--- src/rtl/ias_pkg.sv ---
package ias_pkg;

    localparam int unsigned MODE_W = 2;
    localparam int unsigned POS_W  = 6;
    localparam int unsigned DATA_W = 32;
    localparam int unsigned STAT_W = 2;
    localparam int unsigned CNT_W  = 6;
    // Common width for comparing the 6-bit position with a count of up to 64.
    localparam int unsigned CMP_W  = 7;

    typedef enum logic [MODE_W-1:0] {
        MODE_INSERT    = 2'd0,
        MODE_DELETE    = 2'd1,
        MODE_PARTITION = 2'd2,
        MODE_DISPLAY   = 2'd3
    } t_mode;

    typedef enum logic [STAT_W-1:0] {
        ST_OK        = 2'd0,
        ST_BAD_INDEX = 2'd1,
        ST_FULL      = 2'd2,
        ST_EMPTY     = 2'd3
    } t_status;

    typedef struct packed {
        logic signed [DATA_W-1:0] data_out;
        t_status                  status;
        logic [CNT_W-1:0]         count;
        logic                     last;
    } t_result;

endpackage

--- src/rtl/ias_if.sv ---
interface ias_in_if import ias_pkg::*; ();
    logic                     valid;
    logic                     ready;
    logic [MODE_W-1:0]        mode;
    logic [POS_W-1:0]         position;
    logic signed [DATA_W-1:0] data_in;

    modport source (output valid, mode, position, data_in, input ready);
    modport sink   (input valid, mode, position, data_in, output ready);
endinterface

interface ias_out_if import ias_pkg::*; ();
    logic                     valid;
    logic                     ready;
    logic signed [DATA_W-1:0] data_out;
    logic [STAT_W-1:0]        status;
    logic [CNT_W-1:0]         count;
    logic                     last;

    modport source (output valid, data_out, status, count, last, input ready);
    modport sink   (input valid, data_out, status, count, last, output ready);
endinterface

--- src/rtl/ias_seq.sv ---
module ias_seq import ias_pkg::*; #(
    parameter int unsigned CAPACITY = 32
) (
    input  logic                     i_clk,
    input  logic                     i_rst_n,
    input  logic                     i_in_valid,
    output logic                     o_in_ready,
    input  t_mode                    i_mode,
    input  logic [POS_W-1:0]         i_position,
    input  logic signed [DATA_W-1:0] i_data_in,
    output logic                     o_res_valid,
    input  logic                     i_res_ready,
    output t_result                  o_res
);

    localparam int unsigned AW = (CAPACITY > 1) ? $clog2(CAPACITY) : 1;
    localparam int unsigned CW = $clog2(CAPACITY + 1);

    typedef enum logic [16:0] {
        S_IDLE    = 17'h00001,
        S_EMIT    = 17'h00002,
        S_INS_RD  = 17'h00004,
        S_INS_WR  = 17'h00008,
        S_DEL_RD0 = 17'h00010,
        S_DEL_SV  = 17'h00020,
        S_DEL_RD  = 17'h00040,
        S_DEL_WR  = 17'h00080,
        S_P_LOOP  = 17'h00100,
        S_P_SCI   = 17'h00200,
        S_P_CHI   = 17'h00400,
        S_P_SCJ   = 17'h00800,
        S_P_CHJ   = 17'h01000,
        S_P_SWP   = 17'h02000,
        S_P_SW2   = 17'h04000,
        S_DSP_RD  = 17'h08000,
        S_DSP_OUT = 17'h10000
    } t_state;

    t_state            r_state, n_state;
    logic [CW-1:0]     r_count, n_count;
    logic [CW-1:0]     r_idx, n_idx;
    logic [CW-1:0]     r_jp, n_jp;
    logic [CW-1:0]     r_pos, n_pos;
    logic [DATA_W-1:0] r_data, n_data;
    logic [DATA_W-1:0] r_pdata, n_pdata;
    t_status           r_pstat, n_pstat;
    logic [DATA_W-1:0] r_vi, n_vi;
    logic [DATA_W-1:0] r_vj, n_vj;
    logic [DATA_W-1:0] r_rdata;
    logic [DATA_W-1:0] r_mem [CAPACITY];

    logic              mem_we, mem_re;
    logic [AW-1:0]     mem_waddr, mem_raddr;
    logic [DATA_W-1:0] mem_wdata;
    logic [CW-1:0]     idx_inc, idx_dec, jp_dec;
    logic [CMP_W-1:0]  pos_cmp, cnt_cmp, cap_cmp;

    assign idx_inc = r_idx + CW'(1);
    assign idx_dec = r_idx - CW'(1);
    assign jp_dec  = r_jp - CW'(1);
    assign pos_cmp = CMP_W'(i_position);
    assign cnt_cmp = CMP_W'(r_count);
    assign cap_cmp = CMP_W'(CAPACITY);

    assign o_in_ready = (r_state == S_IDLE);

    always_comb begin
        n_state   = r_state;
        n_count   = r_count;
        n_idx     = r_idx;
        n_jp      = r_jp;
        n_pos     = r_pos;
        n_data    = r_data;
        n_pdata   = r_pdata;
        n_pstat   = r_pstat;
        n_vi      = r_vi;
        n_vj      = r_vj;
        mem_we    = 1'b0;
        mem_waddr = '0;
        mem_wdata = r_data;
        mem_re    = 1'b0;
        mem_raddr = '0;
        o_res_valid = 1'b0;
        o_res = '{data_out: r_pdata, status: r_pstat,
                  count: CNT_W'(r_count), last: 1'b1};

        case (r_state)
            S_IDLE: begin
                if (i_in_valid) begin
                    n_pdata = '0;
                    n_pstat = ST_OK;
                    n_data  = i_data_in;
                    case (i_mode)
                        MODE_INSERT: begin
                            if (pos_cmp > cnt_cmp) begin
                                n_pstat = ST_BAD_INDEX;
                                n_state = S_EMIT;
                            end else if (cnt_cmp >= cap_cmp) begin
                                n_pstat = ST_FULL;
                                n_state = S_EMIT;
                            end else begin
                                n_pos   = CW'(i_position);
                                n_idx   = r_count;
                                n_state = S_INS_RD;
                            end
                        end
                        MODE_DELETE: begin
                            if (pos_cmp >= cnt_cmp) begin
                                n_pstat = ST_BAD_INDEX;
                                n_state = S_EMIT;
                            end else begin
                                n_pos   = CW'(i_position);
                                n_state = S_DEL_RD0;
                            end
                        end
                        MODE_PARTITION: begin
                            n_idx   = '0;
                            n_jp    = r_count;
                            n_state = S_P_LOOP;
                        end
                        default: begin
                            if (r_count == '0) begin
                                n_pstat = ST_EMPTY;
                                n_state = S_EMIT;
                            end else begin
                                n_idx   = '0;
                                n_state = S_DSP_RD;
                            end
                        end
                    endcase
                end
            end
            S_EMIT: begin
                o_res_valid = 1'b1;
                if (i_res_ready) begin
                    n_state = S_IDLE;
                end
            end
            S_INS_RD: begin
                if (r_idx > r_pos) begin
                    mem_re    = 1'b1;
                    mem_raddr = idx_dec[AW-1:0];
                    n_state   = S_INS_WR;
                end else begin
                    mem_we    = 1'b1;
                    mem_waddr = r_pos[AW-1:0];
                    mem_wdata = r_data;
                    n_count   = r_count + CW'(1);
                    n_state   = S_EMIT;
                end
            end
            S_INS_WR: begin
                mem_we    = 1'b1;
                mem_waddr = r_idx[AW-1:0];
                mem_wdata = r_rdata;
                n_idx     = idx_dec;
                n_state   = S_INS_RD;
            end
            S_DEL_RD0: begin
                mem_re    = 1'b1;
                mem_raddr = r_pos[AW-1:0];
                n_idx     = r_pos;
                n_state   = S_DEL_SV;
            end
            S_DEL_SV: begin
                n_pdata = r_rdata;
                n_state = S_DEL_RD;
            end
            S_DEL_RD: begin
                if (idx_inc < r_count) begin
                    mem_re    = 1'b1;
                    mem_raddr = idx_inc[AW-1:0];
                    n_state   = S_DEL_WR;
                end else begin
                    n_count = r_count - CW'(1);
                    n_state = S_EMIT;
                end
            end
            S_DEL_WR: begin
                mem_we    = 1'b1;
                mem_waddr = r_idx[AW-1:0];
                mem_wdata = r_rdata;
                n_idx     = idx_inc;
                n_state   = S_DEL_RD;
            end
            S_P_LOOP: begin
                if (idx_inc < r_jp) begin
                    n_state = S_P_SCI;
                end else begin
                    n_state = S_EMIT;
                end
            end
            S_P_SCI: begin
                if (r_idx < r_count) begin
                    mem_re    = 1'b1;
                    mem_raddr = r_idx[AW-1:0];
                    n_state   = S_P_CHI;
                end else begin
                    n_state = S_P_SCJ;
                end
            end
            S_P_CHI: begin
                if (r_rdata[DATA_W-1]) begin
                    n_idx   = idx_inc;
                    n_state = S_P_SCI;
                end else begin
                    n_vi    = r_rdata;
                    n_state = S_P_SCJ;
                end
            end
            S_P_SCJ: begin
                if (r_jp != '0) begin
                    mem_re    = 1'b1;
                    mem_raddr = jp_dec[AW-1:0];
                    n_state   = S_P_CHJ;
                end else begin
                    n_state = S_P_SWP;
                end
            end
            S_P_CHJ: begin
                if (!r_rdata[DATA_W-1]) begin
                    n_jp    = jp_dec;
                    n_state = S_P_SCJ;
                end else begin
                    n_vj    = r_rdata;
                    n_state = S_P_SWP;
                end
            end
            S_P_SWP: begin
                if (idx_inc < r_jp) begin
                    mem_we    = 1'b1;
                    mem_waddr = r_idx[AW-1:0];
                    mem_wdata = r_vj;
                    n_state   = S_P_SW2;
                end else begin
                    n_state = S_P_LOOP;
                end
            end
            S_P_SW2: begin
                mem_we    = 1'b1;
                mem_waddr = jp_dec[AW-1:0];
                mem_wdata = r_vi;
                n_state   = S_P_LOOP;
            end
            S_DSP_RD: begin
                mem_re    = 1'b1;
                mem_raddr = r_idx[AW-1:0];
                n_state   = S_DSP_OUT;
            end
            S_DSP_OUT: begin
                o_res_valid = 1'b1;
                o_res = '{data_out: r_rdata, status: ST_OK,
                          count: CNT_W'(r_count), last: (idx_inc == r_count)};
                if (i_res_ready) begin
                    n_idx = idx_inc;
                    if (idx_inc == r_count) begin
                        n_state = S_IDLE;
                    end else begin
                        n_state = S_DSP_RD;
                    end
                end
            end
            default: begin
                n_state = S_IDLE;
            end
        endcase
    end

    always_ff @(posedge i_clk) begin
        if (!i_rst_n) begin
            r_state <= S_IDLE;
            r_count <= '0;
        end else begin
            r_state <= n_state;
            r_count <= n_count;
        end
    end

    always_ff @(posedge i_clk) begin
        r_idx   <= n_idx;
        r_jp    <= n_jp;
        r_pos   <= n_pos;
        r_data  <= n_data;
        r_pdata <= n_pdata;
        r_pstat <= n_pstat;
        r_vi    <= n_vi;
        r_vj    <= n_vj;
    end

    always_ff @(posedge i_clk) begin
        if (mem_we) begin
            r_mem[mem_waddr] <= mem_wdata;
        end
        if (mem_re) begin
            r_rdata <= r_mem[mem_raddr];
        end
    end

    // The count never passes the capacity.
    a_count_bound: assert property (@(posedge i_clk) disable iff (!i_rst_n)
        CW'(CAPACITY) >= r_count)
        else $error("element count exceeds capacity");

    // No result is offered while a new transaction can be taken.
    a_idle_no_result: assert property (@(posedge i_clk) disable iff (!i_rst_n)
        o_in_ready |-> !o_res_valid)
        else $error("result offered while idle");

    // The final result of a transaction returns the sequencer to idle.
    a_last_to_idle: assert property (@(posedge i_clk) disable iff (!i_rst_n)
        (o_res_valid && i_res_ready && o_res.last) |=> (r_state == S_IDLE))
        else $error("sequencer not idle after final result");

    // The partition pointers never cross and stay inside the stored range.
    a_part_ptrs: assert property (@(posedge i_clk) disable iff (!i_rst_n)
        ((r_state == S_P_LOOP) || (r_state == S_P_SCI) || (r_state == S_P_CHI) ||
         (r_state == S_P_SCJ) || (r_state == S_P_CHJ) || (r_state == S_P_SWP) ||
         (r_state == S_P_SW2)) |-> ((r_idx <= r_jp) && (r_jp <= r_count)))
        else $error("partition pointers crossed");

endmodule

--- src/rtl/indexed_array_store.sv ---
// Channel   Modport           Payload                                Moves
// i_in      ias_in_if.sink    mode, position, data_in                one operation request
// o_out     ias_out_if.source data_out, status, count, last          one result, or one per element on display
//
// Each request is handled by a small sequencer around one element memory:
// every element move is a read and then a write. Insert shifts the elements
// at and above the position up and writes the new one; delete saves the
// element at the position and shifts the ones above it down; partition
// scans from both ends and swaps; display reads each element in turn.
// Errors and an empty display go straight to the result. i_in.ready is high
// only while the sequencer is idle; one request is worked on at a time.
// Reset (synchronous, active low) clears the count and the sequencer; the
// memory itself is not cleared, since only entries below the count are read.
// A stalled o_out holds the output register and the sequencer waits behind it.
module indexed_array_store import ias_pkg::*; #(
    parameter int unsigned CAPACITY = 32
) (
    input  logic      i_clk,
    input  logic      i_rst_n,
    ias_in_if.sink    i_in,
    ias_out_if.source o_out
);

    logic    res_valid;
    logic    res_ready;
    t_result res;
    logic    r_ovalid;
    t_result r_res;

    // The sequencer owns the element memory and the count; it hands each
    // result to the output register below as soon as the register is free.
    ias_seq #(
        .CAPACITY (CAPACITY)
    ) u_seq (
        .i_clk       (i_clk),
        .i_rst_n     (i_rst_n),
        .i_in_valid  (i_in.valid),
        .o_in_ready  (i_in.ready),
        .i_mode      (t_mode'(i_in.mode)),
        .i_position  (i_in.position),
        .i_data_in   (i_in.data_in),
        .o_res_valid (res_valid),
        .i_res_ready (res_ready),
        .o_res       (res)
    );

    // The output register accepts a new result when it is empty or when its
    // current transaction completes in the same cycle.
    assign res_ready = !r_ovalid || o_out.ready;

    always_ff @(posedge i_clk) begin
        if (!i_rst_n) begin
            r_ovalid <= 1'b0;
        end else if (res_ready) begin
            r_ovalid <= res_valid;
        end
    end

    always_ff @(posedge i_clk) begin
        if (res_ready && res_valid) begin
            r_res <= res;
        end
    end

    assign o_out.valid    = r_ovalid;
    assign o_out.data_out = r_res.data_out;
    assign o_out.status   = r_res.status;
    assign o_out.count    = r_res.count;
    assign o_out.last     = r_res.last;

endmodule
--- src/flat_wrapper.sv ---
// flat-port wrapper written by rule: the top's interface ports become plain ports
module indexed_array_store_flat import ias_pkg::*;
#(
    parameter int unsigned CAPACITY = 32
)
  (i_clk, i_rst_n, i_in_valid, i_in_mode, i_in_position, i_in_data_in, i_in_ready, o_out_valid, o_out_data_out, o_out_status, o_out_count, o_out_last, o_out_ready);
  ias_in_if i_in_i ();
  ias_out_if o_out_i ();
  input  logic i_clk;
  input  logic i_rst_n;
  input wire logic [$bits(i_in_i.valid)-1:0] i_in_valid;
  input wire logic [$bits(i_in_i.mode)-1:0] i_in_mode;
  input wire logic [$bits(i_in_i.position)-1:0] i_in_position;
  input wire logic [$bits(i_in_i.data_in)-1:0] i_in_data_in;
  output wire logic [$bits(i_in_i.ready)-1:0] i_in_ready;
  output wire logic [$bits(o_out_i.valid)-1:0] o_out_valid;
  output wire logic [$bits(o_out_i.data_out)-1:0] o_out_data_out;
  output wire logic [$bits(o_out_i.status)-1:0] o_out_status;
  output wire logic [$bits(o_out_i.count)-1:0] o_out_count;
  output wire logic [$bits(o_out_i.last)-1:0] o_out_last;
  input wire logic [$bits(o_out_i.ready)-1:0] o_out_ready;
  assign i_in_i.valid = i_in_valid;
  assign i_in_i.mode = i_in_mode;
  assign i_in_i.position = i_in_position;
  assign i_in_i.data_in = i_in_data_in;
  assign i_in_ready = i_in_i.ready;
  assign o_out_valid = o_out_i.valid;
  assign o_out_data_out = o_out_i.data_out;
  assign o_out_status = o_out_i.status;
  assign o_out_count = o_out_i.count;
  assign o_out_last = o_out_i.last;
  assign o_out_i.ready = o_out_ready;
  indexed_array_store #(.CAPACITY(CAPACITY)) u_core (.i_clk(i_clk), .i_rst_n(i_rst_n), .i_in(i_in_i), .o_out(o_out_i));
endmodule
--- config.mk ---
export PLATFORM = sky130hd
export DESIGN_NAME = indexed_array_store_flat
export DESIGN_NICKNAME = d
export VERILOG_FILES = /design/src/rtl/ias_pkg.sv /design/src/rtl/ias_if.sv /design/src/rtl/ias_seq.sv /design/src/rtl/indexed_array_store.sv /design/src/flat_wrapper.sv
export SDC_FILE = /design/constraint.sdc
export NUM_CORES = 2
export LEC_CHECK = 0
export BUFFER_PORTS_ARGS = -buffer_cell sky130_fd_sc_hd__buf_2
export CAP_MARGIN = 0
export CELL_PAD_IN_SITES_DETAIL_PLACEMENT = 0
export CELL_PAD_IN_SITES_GLOBAL_PLACEMENT = 1
export CORE_MARGIN = 2
export CORE_UTILIZATION = 50
export CTS_BUF_LIST = sky130_fd_sc_hd__clkbuf_4 sky130_fd_sc_hd__clkbuf_8
export DETAILED_ROUTE_END_ITERATION = 10
export PLACE_DENSITY_LB_ADDON = 0.3
export SLEW_MARGIN = 20
export SYNTH_ARGS = -nofsm -noshare
export SYNTH_HDL_FRONTEND = slang
export SYNTH_SLANG_ARGS = --single-unit
--- constraint.sdc ---
create_clock -name i_clk -period 5 [get_ports i_clk]
set_clock_uncertainty 0.2 [all_clocks]
set_input_delay 0.5 -clock i_clk [delete_from_list [all_inputs] [get_ports i_clk]]
set_output_delay 0.5 -clock i_clk [all_outputs]
set_load 0.005 [all_outputs]
==> flow_metrics.py <==
metrics = {
    "grt": {
        "grt_usage_pct": 27.5,
        "grt_first_pass_wirelength_um": 214000,
        "grt_max_degree": 120,
        "grt_remaining_overflow": 0,
        "grt_pass1_vias": 32400,
        "antenna_found_initial": 3,
    },
    "floorplan": {
        "dieHeight_um": 327,
        "rows": 118,
        "io_pins": 87,
        "core-area_sq_mm": 0.103,
        "initial_core_util_pct": 50.3,
        "die_w_um": 327,
        "fp.dieArea_sq_mm": 0.107,
    },
    "run": {
        "max_cap_violations": 0,
    },
    "setup_path": {
        "worst_setup_path_start_kind": "register",
        "crit_type": "register to register",
        "cp_max_fo": 18,
        "max_stage_delay_ns": 0.53,
        "cp-end-kind": "register",
        "arrival_ns": 5.17,
        "crit_slowest_cell": "edfxtp_1",
        "crit_top_cell": "buf_4",
        "reg2reg_slack_ns": 0.22,
        "crit_required_ns": 5.39,
        "reg2reg_depth": 18,
        "path_cells": "ha_1, xor2_1, ha_1, o21ai_0, a21oi_1, o31a_1, buf_4, o211ai_1, nand2_4, buf_12, buf_4, buf_4, nand2_1, a21oi_1, a2111oi_0, buf_4, a21oi_1, o31a_1",
    },
    "place": {
        "dpl.hpwl_um": 92300,
        "placed_area_sq_mm": 0.0567,
        "place_ws_ns": 0.213,
        "routabilityCongestion": 0.948,
        "io_buffers": 86,
    },
    "timing": {
        "finalMaxSlewViolations": 0,
        "max_freq_mhz": 209,
        "timing_hold_violations_final": 0,
        "fin_crit_ns": 4.78,
        "finalWorstSetupSlack_ns": 0.219,
        "fin_crit_sh_pct": 95.6,
        "rsz0062_at_grt": "no",
        "worst_pin_slew_ns": 1.01,
        "slew_headroom_pct": 32.4,
        "setup_viol": 0,
    },
    "cells_and_area": {
        "drive_above_1_share_pct": 18.9,
        "nets": 4130,
        "areaGrowthSynthToFinish_pct": 17.3,
        "fin_util_pct": 59.1,
        "fin_area_sq_mm": 0.0611,
    },
    "routing": {
        "via_per_inst": 5.89,
        "wl_um": 147000,
        "ant_nets": 0,
        "wl_per_cell_um": 26.4,
        "vias": 32900,
        "drt-initial-drc-count": 3700,
        "drc": 0,
        "drt_first_pass_iters": 7,
    },
    "pwr": {
        "power.total_mw": 22.0,
        "max-vdd-ir-drop_mv": 0.242,
        "p_leak_nw": 20.8,
        "power_density_mw_per_mm2": 359,
    },
    "synthesis": {
        "synth_edf_count": 1243,
        "syn-num-nets": 3727,
        "synthFlopType": "edfxtp_1",
        "synth_area_leaders": "edfxtp_1 (72%), mux2i_1 (5.2%), nand2_1 (4.2%)",
        "async_flop_share_pct": 0,
        "yosysTopAreaCell": "edfxtp_1",
        "netlist_instances": 3645,
        "syn_avg_cell_area_sq_um": 14.3,
        "ys_warn_count": 0,
        "synth_top_area_share_pct": 71.6,
        "ys_ff_latch": 1267,
        "synth_area_sq_mm": 0.0521,
        "ys_types": 91,
        "seq_area_frac_synth_pct": 72.6,
        "synth_common_cells": "edfxtp_1 (1,243), nand2_1 (577), mux2i_1 (270)",
        "yosysMostFrequentCell": "edfxtp_1",
    },
    "clock_tree": {
        "cts_buffers": 202,
        "clk_pin_slew_ns": 0.06,
        "post_cts_buffers": 0,
        "clk_latency_ns": 0.91,
        "root_buffer": "clkbuf_8",
        "htree_levels": 4,
        "cts_tree": "built",
        "cts_max_path_buffers": 3,
        "clock-sinks": 1267,
    },
    "worst_hold_path": {
        "min_path_type": "input port to register",
        "hold_path_depth": 2,
    },
    "status": {
        "status": "finished clean",
    },
}
==> metal layers <==
| layer | GRT usage (%) | vias to the layer above | share of wire, % |
|---|---|---|---|
| li1 | - | 14700 | - |
| met5 | 0 | - | 0 |
| met2 | 42.2 | 1580 | 45 |
| met1 | 37.7 | 16300 | 41 |
| met3 | 8.43 | 280 | 11 |
| met4 | 8.92 | 0 | 2.8 |
==> critical path: cells and delay by family, from the launching register on <==
kind | cells | cell delay [ns]
AO/OA/AOI/OAI | 8 | 1.60
buffers and inverters | 5 | 0.97
adder cells (fa/ha/maj) | 2 | 0.58
flip-flops | 1 | 0.53
AND/OR/NAND/NOR | 2 | 0.32
XOR/XNOR | 1 | 0.25
==> worst paths after layout <==
check | endpoint | from
worst max-delay path | u_core.u_seq.r_rdata[20]$_DFFE_PP_ | u_core.u_seq.r_idx[0]$_DFFE_PP_
worst min-delay path | u_core.u_seq.r_data[22]$_DFFE_PP_ | i_in_data_in[22]
worst max register to register | u_core.u_seq.r_rdata[20]$_DFFE_PP_ | u_core.u_seq.r_idx[0]$_DFFE_PP_
worst min register to register | u_core.o_out.data_out[24]$_DFFE_PP_ | u_core.u_seq.r_pdata[24]$_SDFFCE_PN0P_
==> cells in the final DEF, fill, tap and decap left out, drive strengths merged, types with 8 or more instances in the layout <==
cell | Yosys | routed
nand4 | 8 | 8
a2111oi | 39 | 39
ha | 37 | 37
dfxtp | 24 | 24
clkbuf | 96 | 284
o21a | 12 | 12
or3 | 11 | 11
a222oi | 32 | 32
a221o | 23 | 23
inv | 32 | 40
a31oi | 31 | 31
mux2 | 34 | 34
buf | 112 | 360
a221oi | 12 | 12
a21o | 45 | 45
a211oi | 30 | 30
and3 | 28 | 28
nand2 | 580 | 580
nand2b | 9 | 9
nor2 | 207 | 207
a21oi | 180 | 180
and2 | 67 | 67
xnor2 | 12 | 12
dlygate4sd3 | 0 | 47
o31a | 21 | 21
clkinv | 0 | 63
mux2i | 270 | 270
nor3 | 33 | 33
edfxtp | 1243 | 1243
o21ai | 131 | 131
nand3 | 163 | 163
xor2 | 8 | 8
==> power breakdown <==
| part | internal (mW) | switching (mW) |
|---|---|---|
| Clock | 4.50 | 4.10 |
| Combinational | 0.386 | 0.925 |
| Sequential | 12.0 | 0.0476 |
| Total | 16.9 | 5.07 |
==> state kept, by name (all words and copies together), names as in the netlist <==
register,cells
u_core.o_out.count,6
u_core.o_out.data_out,32
u_core.o_out.last,1
u_core.o_out.status,2
u_core.o_out.valid,1
u_core.u_seq.r_count,6
u_core.u_seq.r_data,32
u_core.u_seq.r_idx,6
u_core.u_seq.r_jp,6
u_core.u_seq.r_mem,1024
u_core.u_seq.r_pdata,32
u_core.u_seq.r_pos,6
u_core.u_seq.r_pstat,2
u_core.u_seq.r_rdata,32
u_core.u_seq.r_state,17
u_core.u_seq.r_vi,31
u_core.u_seq.r_vj,31
==> what timing repair did <==
action                                  in CTS  in global routing
hold buffers                                47                  0
endpoints found under the setup margin       0                 76
gates resized for setup                      0                  4
endpoints found under the hold margin       58                  0
==> metrics by stage <==
step                      hold WS (ns)  std cells  TNS (ns)
final                            0.114       5585         0
after global routing            0.0970       5584         0
after detailed placement         0.313       5177         0
after CTS                       0.0333       5583         0
after global placement           0.315       5176         0
after floorplan                  0.271       3645   -247.81
==> logic make-up (layout without fill, tap and decap cells) <==
group	count (synthesis)	after routing	synth area share, %
buf+inv	240	798	2.25
simple gates	1166	1166	10.1
other cells	0	2	0
flops	1267	1267	72.6
fa+ha+maj	38	38	0.927
mux	304	304	5.92
compound gates	610	610	7.93
xor+xnor	20	20	0.336
==> cell type report <==
cell class              count  area, sq um
inverters                  32          120
repair buffers            407         4070
multi-input cells        2138        13500
clock buffers             284         3430
clock inverters            75          488
fillers                  8016        42400
diodes                      2         5.00
flip-flops and latches   1267        37800
well taps                1380         1730
Power figures use the tool's default switching activity.
